`config.mk`:
```
export PLATFORM = sky130hd
export DESIGN_NAME = grow_light_on_off_controller
export DESIGN_NICKNAME = d
export VERILOG_FILES = /design/src/design/glooc_pkg.sv /design/src/design/glooc_regs.sv /design/src/design/glooc_decide.sv /design/src/design/grow_light_on_off_controller.sv
export SDC_FILE = /design/constraint.sdc
export NUM_CORES = 1
export LEC_CHECK = 0
export ABC_AREA = 1
export BUFFER_PORTS_ARGS = -buffer_cell sky130_fd_sc_hd__buf_2
export CORE_MARGIN = 5
export CORE_UTILIZATION = 51
export CTS_CLUSTER_DIAMETER = 80
export DETAILED_ROUTE_END_ITERATION = 8
export PLACE_DENSITY = 0.75
export SLEW_MARGIN = 0
export SYNTH_ARGS = -nofsm -noshare
export SYNTH_HDL_FRONTEND = slang
export SYNTH_SLANG_ARGS = --single-unit
```
`constraint.sdc`:
```
create_clock -name clk -period 2.65 [get_ports clk]
set_clock_uncertainty 0.05 [all_clocks]
set_input_delay 0.265 -clock clk [delete_from_list [all_inputs] [get_ports clk]]
set_output_delay 0.265 -clock clk [all_outputs]
set_load 0.05 [all_outputs]
```
`src/design/glooc_pkg.sv`:
```
// ----------------------------------------------------------------------------
// glooc_pkg
// types, register map and helpers of the grow light on/off controller
// ----------------------------------------------------------------------------
package glooc_pkg;

  localparam int TIMER_BITS   = 20;
  localparam int LEVEL_W      = 12;
  localparam int SUM_W        = 16;
  localparam int MIN_ON_W     = 20;
  localparam int TICK_W       = 12;
  localparam int OUT_TIME_W   = 20;
  localparam int CMP_W        = (TIMER_BITS > MIN_ON_W) ? TIMER_BITS : MIN_ON_W;
  localparam int CMP_OUT_W    = (TIMER_BITS > OUT_TIME_W) ? TIMER_BITS : OUT_TIME_W;
  localparam int IN_TDATA_W   = 32;
  localparam int OUT_TDATA_W  = 24;
  localparam int ADDR_W       = 5;
  localparam int DATA_W       = 32;
  localparam int REG_IDX_W    = ADDR_W - 2;

  localparam logic [OUT_TIME_W-1:0] OUT_TIME_MAX = '1;
  localparam logic [TIMER_BITS-1:0] TIMER_MAX    = '1;

  typedef enum logic [1:0] {
    MODE_OFF    = 2'd0,
    MODE_THRESH = 2'd1,
    MODE_SUM    = 2'd2,
    MODE_ON     = 2'd3
  } mode_t;

  localparam logic [REG_IDX_W-1:0] REG_MODE    = 3'd0;
  localparam logic [REG_IDX_W-1:0] REG_TH_LOW  = 3'd1;
  localparam logic [REG_IDX_W-1:0] REG_TH_HIGH = 3'd2;
  localparam logic [REG_IDX_W-1:0] REG_TARGET  = 3'd3;
  localparam logic [REG_IDX_W-1:0] REG_MIN_ON  = 3'd4;
  localparam logic [REG_IDX_W-1:0] REG_TICK    = 3'd5;

  typedef struct packed {
    mode_t                mode;
    logic [LEVEL_W-1:0]   th_low;
    logic [LEVEL_W-1:0]   th_high;
    logic [SUM_W-1:0]     target_sum;
    logic [MIN_ON_W-1:0]  min_on;
    logic [TICK_W-1:0]    tick;
  } cfg_t;

  typedef struct packed {
    logic                  lamp;
    logic                  latch;
    logic [TIMER_BITS-1:0] timer;
  } state_t;

  typedef struct packed {
    logic [LEVEL_W-1:0] level;
    logic [SUM_W-1:0]   sum;
    logic               midnight;
  } item_t;

  // reported on-time, clipped to the output field
  function automatic logic [OUT_TIME_W-1:0] report_time(input logic [TIMER_BITS-1:0] t);
    logic [CMP_OUT_W-1:0] ext;
    begin
      ext = CMP_OUT_W'(t);
      if (ext > CMP_OUT_W'(OUT_TIME_MAX)) begin
        return OUT_TIME_MAX;
      end
      return ext[OUT_TIME_W-1:0];
    end
  endfunction

endpackage

```
`src/design/glooc_regs.sv`:
```
// ----------------------------------------------------------------------------
// glooc_regs
// apb configuration registers of the grow light controller
// ----------------------------------------------------------------------------
module glooc_regs (
  input  logic                          clk,
  input  logic                          rst_n,
  input  logic                          psel,
  input  logic                          penable,
  input  logic                          pwrite,
  input  logic [glooc_pkg::ADDR_W-1:0]  paddr,
  input  logic [glooc_pkg::DATA_W-1:0]  pwdata,
  output logic [glooc_pkg::DATA_W-1:0]  prdata,
  output logic                          pready,
  output glooc_pkg::cfg_t               cfg
);

  glooc_pkg::cfg_t                     cfg_r;
  logic                                wr_en;
  logic [glooc_pkg::REG_IDX_W-1:0]     idx;

  assign pready = 1'b1;
  assign wr_en  = psel & penable & pwrite;
  assign idx    = paddr[glooc_pkg::ADDR_W-1:2];
  assign cfg    = cfg_r;

  always_ff @(posedge clk) begin
    if (!rst_n) begin
      cfg_r.mode       <= glooc_pkg::MODE_OFF;
      cfg_r.th_low     <= '0;
      cfg_r.th_high    <= '0;
      cfg_r.target_sum <= '1;
      cfg_r.min_on     <= '0;
      cfg_r.tick       <= glooc_pkg::TICK_W'(300);
    end else if (wr_en) begin
      unique case (idx)
        glooc_pkg::REG_MODE:    cfg_r.mode       <= glooc_pkg::mode_t'(pwdata[1:0]);
        glooc_pkg::REG_TH_LOW:  cfg_r.th_low     <= pwdata[glooc_pkg::LEVEL_W-1:0];
        glooc_pkg::REG_TH_HIGH: cfg_r.th_high    <= pwdata[glooc_pkg::LEVEL_W-1:0];
        glooc_pkg::REG_TARGET:  cfg_r.target_sum <= pwdata[glooc_pkg::SUM_W-1:0];
        glooc_pkg::REG_MIN_ON:  cfg_r.min_on     <= pwdata[glooc_pkg::MIN_ON_W-1:0];
        glooc_pkg::REG_TICK:    cfg_r.tick       <= pwdata[glooc_pkg::TICK_W-1:0];
        default: ;
      endcase
    end
  end

  always_comb begin
    unique case (idx)
      glooc_pkg::REG_MODE:    prdata = glooc_pkg::DATA_W'(cfg_r.mode);
      glooc_pkg::REG_TH_LOW:  prdata = glooc_pkg::DATA_W'(cfg_r.th_low);
      glooc_pkg::REG_TH_HIGH: prdata = glooc_pkg::DATA_W'(cfg_r.th_high);
      glooc_pkg::REG_TARGET:  prdata = glooc_pkg::DATA_W'(cfg_r.target_sum);
      glooc_pkg::REG_MIN_ON:  prdata = glooc_pkg::DATA_W'(cfg_r.min_on);
      glooc_pkg::REG_TICK:    prdata = glooc_pkg::DATA_W'(cfg_r.tick);
      default:                prdata = '0;
    endcase
  end

endmodule

```
`src/design/glooc_decide.sv`:
```
// ----------------------------------------------------------------------------
// glooc_decide
// per-tick lamp decision, daily latch and on-time counter update
// ----------------------------------------------------------------------------
module glooc_decide (
  input  glooc_pkg::cfg_t    cfg,
  input  glooc_pkg::state_t  cur,
  input  glooc_pkg::item_t   item,
  output glooc_pkg::state_t  nxt
);

  logic                                hyst_on;
  logic                                on_pre;
  logic                                latch_nxt;
  logic [glooc_pkg::TIMER_BITS:0]      timer_sum;
  logic [glooc_pkg::TIMER_BITS-1:0]    timer_inc;
  logic                                turn_on;
  logic                                hold_on;

  // hysteresis: stay on until above high, come on only below low
  assign hyst_on = cur.lamp ? !(item.level > cfg.th_high) : (item.level < cfg.th_low);

  always_comb begin
    on_pre    = cur.lamp;
    latch_nxt = 1'b0;
    unique case (cfg.mode)
      glooc_pkg::MODE_OFF: begin
        on_pre = 1'b0;
      end
      glooc_pkg::MODE_THRESH: begin
        on_pre = hyst_on;
      end
      glooc_pkg::MODE_SUM: begin
        latch_nxt = !item.midnight && (cur.latch || (item.sum > cfg.target_sum));
        on_pre    = hyst_on && !latch_nxt;
      end
      glooc_pkg::MODE_ON: begin
        on_pre = 1'b1;
      end
      default: begin
        on_pre = 1'b0;
      end
    endcase
  end

  assign timer_sum = {1'b0, cur.timer} + (glooc_pkg::TIMER_BITS+1)'(cfg.tick);
  assign timer_inc = timer_sum[glooc_pkg::TIMER_BITS] ? glooc_pkg::TIMER_MAX
                                                      : timer_sum[glooc_pkg::TIMER_BITS-1:0];
  assign turn_on   = !cur.lamp && on_pre;
  // a switch-off before the minimum on-time is overruled, latch included
  assign hold_on   = cur.lamp && !on_pre &&
                     (glooc_pkg::CMP_W'(timer_inc) < glooc_pkg::CMP_W'(cfg.min_on));

  assign nxt.timer = turn_on ? '0 : timer_inc;
  assign nxt.lamp  = on_pre | hold_on;
  assign nxt.latch = latch_nxt;

endmodule

```
`src/design/grow_light_on_off_controller.sv`:
```
// an input transaction passes the input register, then the output register
// throughput: one per cycle unless stalled, limited by the single decision stage
// output stalls back up through the input register into in_tready
// reset (rst_n, synchronous, active low) turns the lamp off, clears the latch
// and on-time counter, and loads the registers with their reset values
// ----------------------------------------------------------------------------
// grow_light_on_off_controller
// grow light on/off control with hysteresis, daily light sum and min on-time
// ----------------------------------------------------------------------------
module grow_light_on_off_controller (
  input  logic                               clk,
  input  logic                               rst_n,
  // [11:0] light_level, [27:12] light_sum_today, [31:28] zero
  input  logic [glooc_pkg::IN_TDATA_W-1:0]   in_tdata,
  // [0] is_midnight
  input  logic                               in_tuser,
  input  logic                               in_tvalid,
  output logic                               in_tready,
  // [0] lamp_on, [20:1] on_time_seconds, [21] done_for_today, [23:22] zero
  output logic [glooc_pkg::OUT_TDATA_W-1:0]  out_tdata,
  output logic                               out_tvalid,
  input  logic                               out_tready,
  input  logic                               psel,
  input  logic                               penable,
  input  logic                               pwrite,
  input  logic [glooc_pkg::ADDR_W-1:0]       paddr,
  input  logic [glooc_pkg::DATA_W-1:0]       pwdata,
  output logic [glooc_pkg::DATA_W-1:0]       prdata,
  output logic                               pready
);

  glooc_pkg::cfg_t                          cfg;
  glooc_pkg::state_t                        state_r;
  glooc_pkg::state_t                        state_nxt;
  glooc_pkg::item_t                         item_r;
  logic                                     item_valid_r;
  logic                                     out_valid_r;
  logic [glooc_pkg::OUT_TDATA_W-1:0]        out_data_r;
  logic                                     advance;
  logic                                     in_xact;

  glooc_regs u_regs (
    .clk     (clk),
    .rst_n   (rst_n),
    .psel    (psel),
    .penable (penable),
    .pwrite  (pwrite),
    .paddr   (paddr),
    .pwdata  (pwdata),
    .prdata  (prdata),
    .pready  (pready),
    .cfg     (cfg)
  );

  glooc_decide u_decide (
    .cfg  (cfg),
    .cur  (state_r),
    .item (item_r),
    .nxt  (state_nxt)
  );

  // the output register moves whenever it is empty or being drained
  assign advance    = !out_valid_r || out_tready;
  assign in_tready  = !item_valid_r || advance;
  assign in_xact    = in_tvalid && in_tready;
  assign out_tvalid = out_valid_r;
  assign out_tdata  = out_data_r;

  always_ff @(posedge clk) begin
    if (!rst_n) begin
      item_valid_r <= 1'b0;
      out_valid_r  <= 1'b0;
      state_r      <= '0;
    end else begin
      if (in_xact) begin
        item_valid_r <= 1'b1;
      end else if (advance) begin
        item_valid_r <= 1'b0;
      end
      if (advance) begin
        out_valid_r <= item_valid_r;
        if (item_valid_r) begin
          state_r <= state_nxt;
        end
      end
    end
  end

  always_ff @(posedge clk) begin
    if (in_xact) begin
      item_r.level    <= in_tdata[glooc_pkg::LEVEL_W-1:0];
      item_r.sum      <= in_tdata[glooc_pkg::LEVEL_W +: glooc_pkg::SUM_W];
      item_r.midnight <= in_tuser;
    end
    if (advance && item_valid_r) begin
      out_data_r <= {2'b00, state_nxt.latch,
                     glooc_pkg::report_time(state_nxt.timer), state_nxt.lamp};
    end
  end

endmodule

```
==> impl_results.md, run 1 <==
* Tmin final at 3.001 ns
* Total power at 6.021 mW
* First-pass GRT wire length at 32,940 um
* Synth async-reset ratio at 0%
* Initial Util at 51.92%
* Worst-margin pin slew at 1.026 ns
* Latest clock arrival within the worst-skew pair at 0.42 ns
* Most common cell after layout, fill and taps aside: nand2_1
* Failing checks: setup timing
* Synth-to-Final Area Change at 27.46%
* Sequential area share after synthesis at 44.26%
* Post-Route Utilization at 66.17%
* CP endpoint kind: flop
* Initial antenna violation count at 0
* Fill cells at 1,214
* Hold Path Cell Cnt at 3
* Total number of vias at 7,149
* Routed Antenna Nets at 0
* R2r startpoint: u_regs.cfg[10]
* Placed standard-cell area at 0.008947 mm^2
* Worst endpoint data arrival time at 3.13 ns
* Final Setup Violations at 2
* Die X at 134.4 um
* Slew Limit Fails at 0
* Power Density at 598.5 mW/mm^2
* DR vias/cell at 5.335
* Gpl congestion at 0.8796
* Clk buf depth at 2
* Design Area, Final at 0.01006 mm^2
* Status: finished with violations
* WS Path Type: reg -> reg
* Largest net degree at the start of global routing at 66
* Final Worst Setup Slack at -0.3506 ns
* Crit path launch type: flop
* Cts bufs inserted at 17
* Avg Synthesized Cell Area at 8.239 um^2
* Setup Slack @ Placement at -0.3256 ns
* Routed wire length at 20,540 um
* Reg clk slew, reported paths at 0.06 ns
* Placeable Area at 0.01520 mm^2
* Initial DRT Pass Iterations at 5
* Antenna Cells at 0
* Min-delay worst type: in -> reg
* H-tree depth at 4
* Worst VDD drop at 416.5 uV
* Fin crit share at 113.2%
* Mapped cell area at 0.007893 mm^2
* Die Height at 134.4 um
* Cells after synthesis at 958
* GRT Util Overall at 22.71%
* R2R cell count at 19
* DR DRC count at 0
* Die area at 0.01806 mm^2
* Required @ worst endpoint at 2.78 ns
* R2R setup slack at -0.35 ns
* Ratio of cells with drive above 1 in the final layout at 22.05%
* Synth Flop Type: dfxtp_1
* DRT iter0 DRCs at 668
* DR WL/cell at 15.33 um
* DP HPWL at 14,970 um
* Post-synth EDFFs at 51
* I/O Pins at 136
* # nets final at 1,287
* Max cap viols at 0
* TNS Setup at -0.6608 ns
* Synth warnings at 0
* Worst slew margin at 31.52%
* FMAX at 333.3 MHz
* GRT overflow at 0
* Synth unique cells at 45
* Site row count at 45
* TritonCTS clock tree: built
* RSZ-0062 raised after global routing: yes
* Worst setup path endpoint: out_tdata[0]
* Critical path launch point: u_regs.cfg[10]
* Crit path max fanout at 6
* Post-synthesis register bit count at 149
* Final hold violation count at 0
* Number of global-route vias before repair at 6,730
* Most frequent cells in the layout: 164 x nand2_1, 133 x inv_1, 108 x a21oi_1
* CTS root buf: clkbuf_16
* Leakage at 4.668 nW
* Reg2reg end: out_tdata[0]
* I/O Buffers at 102
* TritonCTS Sinks at 149
## cell usage after synthesis, types with 4 or more instances
| library cell | n | share of area [%] |
|---|---|---|
| nand2_1 | 166 | 7.9 |
| inv_1 | 134 | 6.4 |
| a21oi_1 | 113 | 7.2 |
| dfxtp_1 | 98 | 25 |
| o21ai_0 | 98 | 6.2 |
| ha_1 | 70 | 11 |
| edfxtp_1 | 51 | 19 |
| nor2_1 | 49 | 2.3 |
| nand3_1 | 30 | 1.9 |
| clkbuf_1 | 27 | 1.3 |
| o211ai_1 | 17 | 1.6 |
| buf_4 | 16 | 1.5 |
| nand4_1 | 11 | 0.87 |
| o221ai_1 | 10 | 1.1 |
| nor3_1 | 8 | 0.51 |
| nand2_2 | 7 | 0.55 |
| o22ai_1 | 6 | 0.48 |
| xor2_1 | 6 | 0.67 |
| buf_2 | 4 | 0.25 |
| nand3_2 | 4 | 0.51 |
## routing by layer
| layer | up-vias | track usage [%] | routed length (um) |
|---|---|---|---|
| met4 | 0 | 7.862 | 514 |
| met2 | 247 | 38.91 | 10180 |
| met3 | 45 | 4.089 | 1236 |
| met5 | - | 0 | 0 |
| li1 | 3561 | - | - |
| met1 | 3296 | 28.90 | 8610 |
## timing repair
item	CTS	global route
hold endpoints to repair	29	0
pin swaps	1	1
setup endpoints to repair	2	2
setup buffers	2	1
gates resized for setup	7	23
hold buffers	29	0
## critical path: stages, from the launching register on
cell,delay (ns)
dfxtp_1,0.33
ha_2,0.39
nand2_1,0.08
inv_1,0.10
nand2_1,0.08
inv_1,0.11
nand2_4,0.08
nand2_8,0.08
buf_4,0.12
nand4_1,0.12
nand2_1,0.12
o21ai_2,0.08
ha_1,0.27
nand2_1,0.08
nor2_4,0.09
nand4_1,0.12
nor4_1,0.20
nand2_1,0.09
nand2_1,0.08
nand2_1,0.06
## kinds of logic after synthesis
| group | after synthesis | synth area share (%) |
|---|---|---|
| flip-flops | 149 | 44.26 |
| AO/OA/AOI/OAI | 255 | 17.68 |
| other | 2 | 0.09515 |
| adder cells (fa/ha/maj) | 71 | 11.35 |
| XOR/XNOR | 8 | 0.8878 |
| buffers and inverters | 188 | 9.987 |
| AND/OR/NAND/NOR | 285 | 15.74 |
## report_power, final
group | internal [mW] | leakage [nW] | switching [mW]
Clock | 1.58 | 0.307 | 0.972
Sequential | 2.46 | 1.29 | 0.0508
Combinational | 0.352 | 3.08 | 0.598
Total | 4.40 | 4.67 | 1.62
## through the flow
stage	hold slack, ns	cells
after detailed placement	0.3931	1276
after global routing	0.04242	1340
after floorplan	0.3139	971
after global placement	0.3912	1276
final	0.02589	1340
after CTS	0.01786	1339
## cell type report
cell class                 instances  area (um^2)  area share [%]
sequential                       149         3497           34.76
timing repair buffer             200         1331           13.23
inverter                         137        516.7           5.137
clock inverter                    15        205.2           2.040
clock buffer                      17        425.4           4.229
tap                              188        235.2           2.338
multi-input combinational        634         3849           38.26
## flip-flops by register name, indices dropped and copies added, names as in the netlist
name          count
item_valid_r      1
u_regs.cfg       74
out_tvalid        1
item_r           29
state_r          22
out_tdata        22
## worst min path at each step
stage,startpoint,endpoint,slack (ns)
after global placement,in_tdata[12],item_r[1],0.39
after CTS,pwdata[12],u_regs.cfg[44],0.02
after floorplan,in_tuser,item_r[0],0.31
after global routing,pwdata[12],u_regs.cfg[44],0.04
final,pwdata[12],u_regs.cfg[44],0.03
after detailed placement,in_tdata[0],item_r[17],0.39
(Power assumes the default switching activity.)
==> run 2: changes to the inputs <==
BUFFER_PORTS_ARGS = -buffer_cell sky130_fd_sc_hd__clkbuf_2   (was -buffer_cell sky130_fd_sc_hd__buf_2)
CORE_ASPECT_RATIO = 1.4   (was not set)
==> impl_results.md, run 2 (synthesized netlist as in run 1, its figures left out) <==
* Worst endpoint data arrival time at 3.08 ns (-0.05 ns)
* Initial antenna violation count at 0 (unchanged)
* Final hold violation count at 0 (unchanged)
* I/O Buffers at 102 (unchanged)
* DR WL/cell at 15.26 um (-0.42%)
* Hold Path Cell Cnt at 3 (unchanged)
* Worst VDD drop at 392.4 uV (-5.8%)
* Die area at 0.01810 mm^2 (+0.20%)
* Final Worst Setup Slack at -0.3057 ns (+0.04490 ns)
* WS Path Type: reg -> reg
* Total number of vias at 7,118 (-0.43%)
* Max cap viols at 0 (unchanged)
* RSZ-0062 raised after global routing: yes
* CP endpoint kind: flop
* Largest register FFs at 74 (unchanged)
* Fin crit share at 111.5% (-1.7 points)
* R2r startpoint: u_regs.cfg[0]
* Reg2reg end: out_tdata[0]
* GRT met3 Usage at 4.038% (-0.050 points)
* Power Density at 594.0 mW/mm^2 (-0.76%)
* Hold EP: u_regs.cfg[47]
* DR vias/cell at 5.280 (-1.0%)
* # nets final at 1,291 (+0.31%)
* Worst path cell trace: ha_4, fa_2, nand3_2, nand2_2, nand2_2, nand3_4, nand2_4, nand2_8, inv_4, nor2_4, nand2_2, or2_1, nand3_2, ha_4, nand2_4, nor2_4, nand4_1, nor4_2, nand2_1, nand2_1, nand2_1
* Status: finished with violations
* Routed Antenna Nets at 0 (unchanged)
* First-pass GRT wire length at 33,350 um (+1.2%)
* I/O Pins at 136 (unchanged)
* GRT overflow at 0 (unchanged)
* Latest clock arrival within the worst-skew pair at 0.42 ns (about the same)
* DR DRC count at 0 (unchanged)
* Slowest cell on the critical path: fa_2
* Final Setup Violations at 2 (unchanged)
* GR Util met2 at 41.45% (+2.5 points)
* FMAX at 338.3 MHz (+1.5%)
* Crit path max fanout at 3 (-3)
* Failing checks: setup timing
* Ratio of cells with drive above 1 in the final layout at 21.89% (-0.16 points)
* GRT Util Overall at 23.15% (+0.45 points)
* Slew Limit Fails at 0 (unchanged)
* Crit path launch type: flop
* Post-Route Utilization at 66.55% (+0.38 points)
* Number of global-route vias before repair at 7,056 (+4.8%)
* Worst slew margin at 33.82% (+2.3 points)
* Routed wire length at 20,580 um (+0.18%)
* Crit-path max cell delay at 0.36 ns (-0.03 ns)
* Initial Util at 52.20% (+0.28 points)
* Die Height at 157.2 um (+17%)
* Delay-heaviest family, CP: simple AND/OR/NAND/NOR gates
* Synth-to-Final Area Change at 27.49% (about the same)
* DP HPWL at 14,810 um (-1.1%)
* Min-delay worst type: in -> reg
* Reg clk slew, reported paths at 0.06 ns (about the same)
* Most frequent cells in the layout: 163 x nand2_1, 133 x inv_1, 109 x a21oi_1
* Most common cell after layout, fill and taps aside: nand2_1
* Site row count at 53 (+18%)
* TNS Setup at -0.6113 ns (+0.04949 ns)
* Worst hold start: pwdata[15]
* Placeable Area at 0.01512 mm^2 (-0.54%)
* GR Util met1 at 25.55% (-3.3 points)
* Largest net degree at the start of global routing at 69 (+4.5%)
* Leakage at 4.689 nW (+0.45%)
* GR peak layer: met2
* Clk buf depth at 2 (unchanged)
* R2R setup slack at -0.31 ns (+0.04 ns)
* Worst-margin pin slew at 0.9916 ns (-0.03440 ns)
* H-tree depth at 4 (unchanged)
* Antenna Cells at 0 (unchanged)
* TritonCTS clock tree: built
* CTS root buf: clkbuf_16
* Required @ worst endpoint at 2.77 ns (about the same)
* Cts bufs inserted at 17 (unchanged)
* Die X at 115.1 um (-14%)
* CP Buf/Inv Count at 1 (-2)
* TritonCTS Sinks at 149 (unchanged)
* Gpl congestion at 0.9234 (+5.0%)
* Initial DRT Pass Iterations at 5 (unchanged)
* R2R cell count at 21 (+2)
* Tmin final at 2.956 ns (-0.04490 ns)
* DRT iter0 DRCs at 432 (-35%)
## run 2: routing by layer
metal	up-vias	wire length, um
li1	3569	-
met1	3237	7796
met2	245	10710
met3	67	1043
met4	0	1025
met5	-	0
## run 2: repair_timing
item / CTS / global route
hold buffers: 29 / 0
setup buffers: 2 / 1
resized for setup: 7 / 20
endpoints found under the hold margin: 29 / 0
pin swaps: 1 / 0
setup endpoints to repair: 2 / 23
## run 2: cell type report
type,instances,area (um^2)
clock inverter,13,181.4
fill,1239,5057
timing repair buffer,204,1386
sequential,149,3497
clock buffer,19,432.9
multi-input combinational,634,3807
inverter,137,516.7
tap,192,240.2
## run 2: worst max path at each step
stage / startpoint / to / cells past startpoint
5_1_grt: u_regs.cfg[3] / state_r[21] / 22
3_5_place_dp: state_r[0] / out_tdata[0] / 18
4_1_cts: u_regs.cfg[0] / out_tdata[0] / 21
2_1_floorplan: u_regs.cfg[0] / out_tdata[0] / 21
3_3_place_gp: u_regs.cfg[2] / out_tdata[0] / 18
6_report: u_regs.cfg[0] / out_tdata[0] / 21
## run 2: per-stage QoR
step | cell area (um^2) | total power, mW | cells | setup WS (ns) | hold slack, ns
6_report | 10060 | 5.977 | 1348 | -0.3057 | 0.03825
5_1_grt | 10060 | 6.219 | 1348 | -0.5555 | 0.04152
4_1_cts | 9968 | 5.982 | 1347 | -0.3162 | 0.01987
3_5_place_dp | 9007 | 3.423 | 1284 | -0.3208 | 0.3936
3_3_place_gp | 9007 | 3.404 | 1284 | -0.2552 | 0.3914
2_1_floorplan | 7963 | 3.129 | 971 | -0.1582 | 0.3139
## run 2: where the power goes
part           internal, mW  total, mW  switching (mW)
clock network          1.57       2.53           0.955
registers              2.46       2.51          0.0460
logic                 0.348      0.938           0.591
total                  4.39       5.98            1.59
## run 2: worst reg2reg max path: cells and delay by family, from the launching register on
kind	cells	cell delay (ns)
AND/OR/NAND/NOR	17	1.43
adder cells (fa/ha/maj)	3	0.82
flip-flops	1	0.33
buffers and inverters	1	0.08
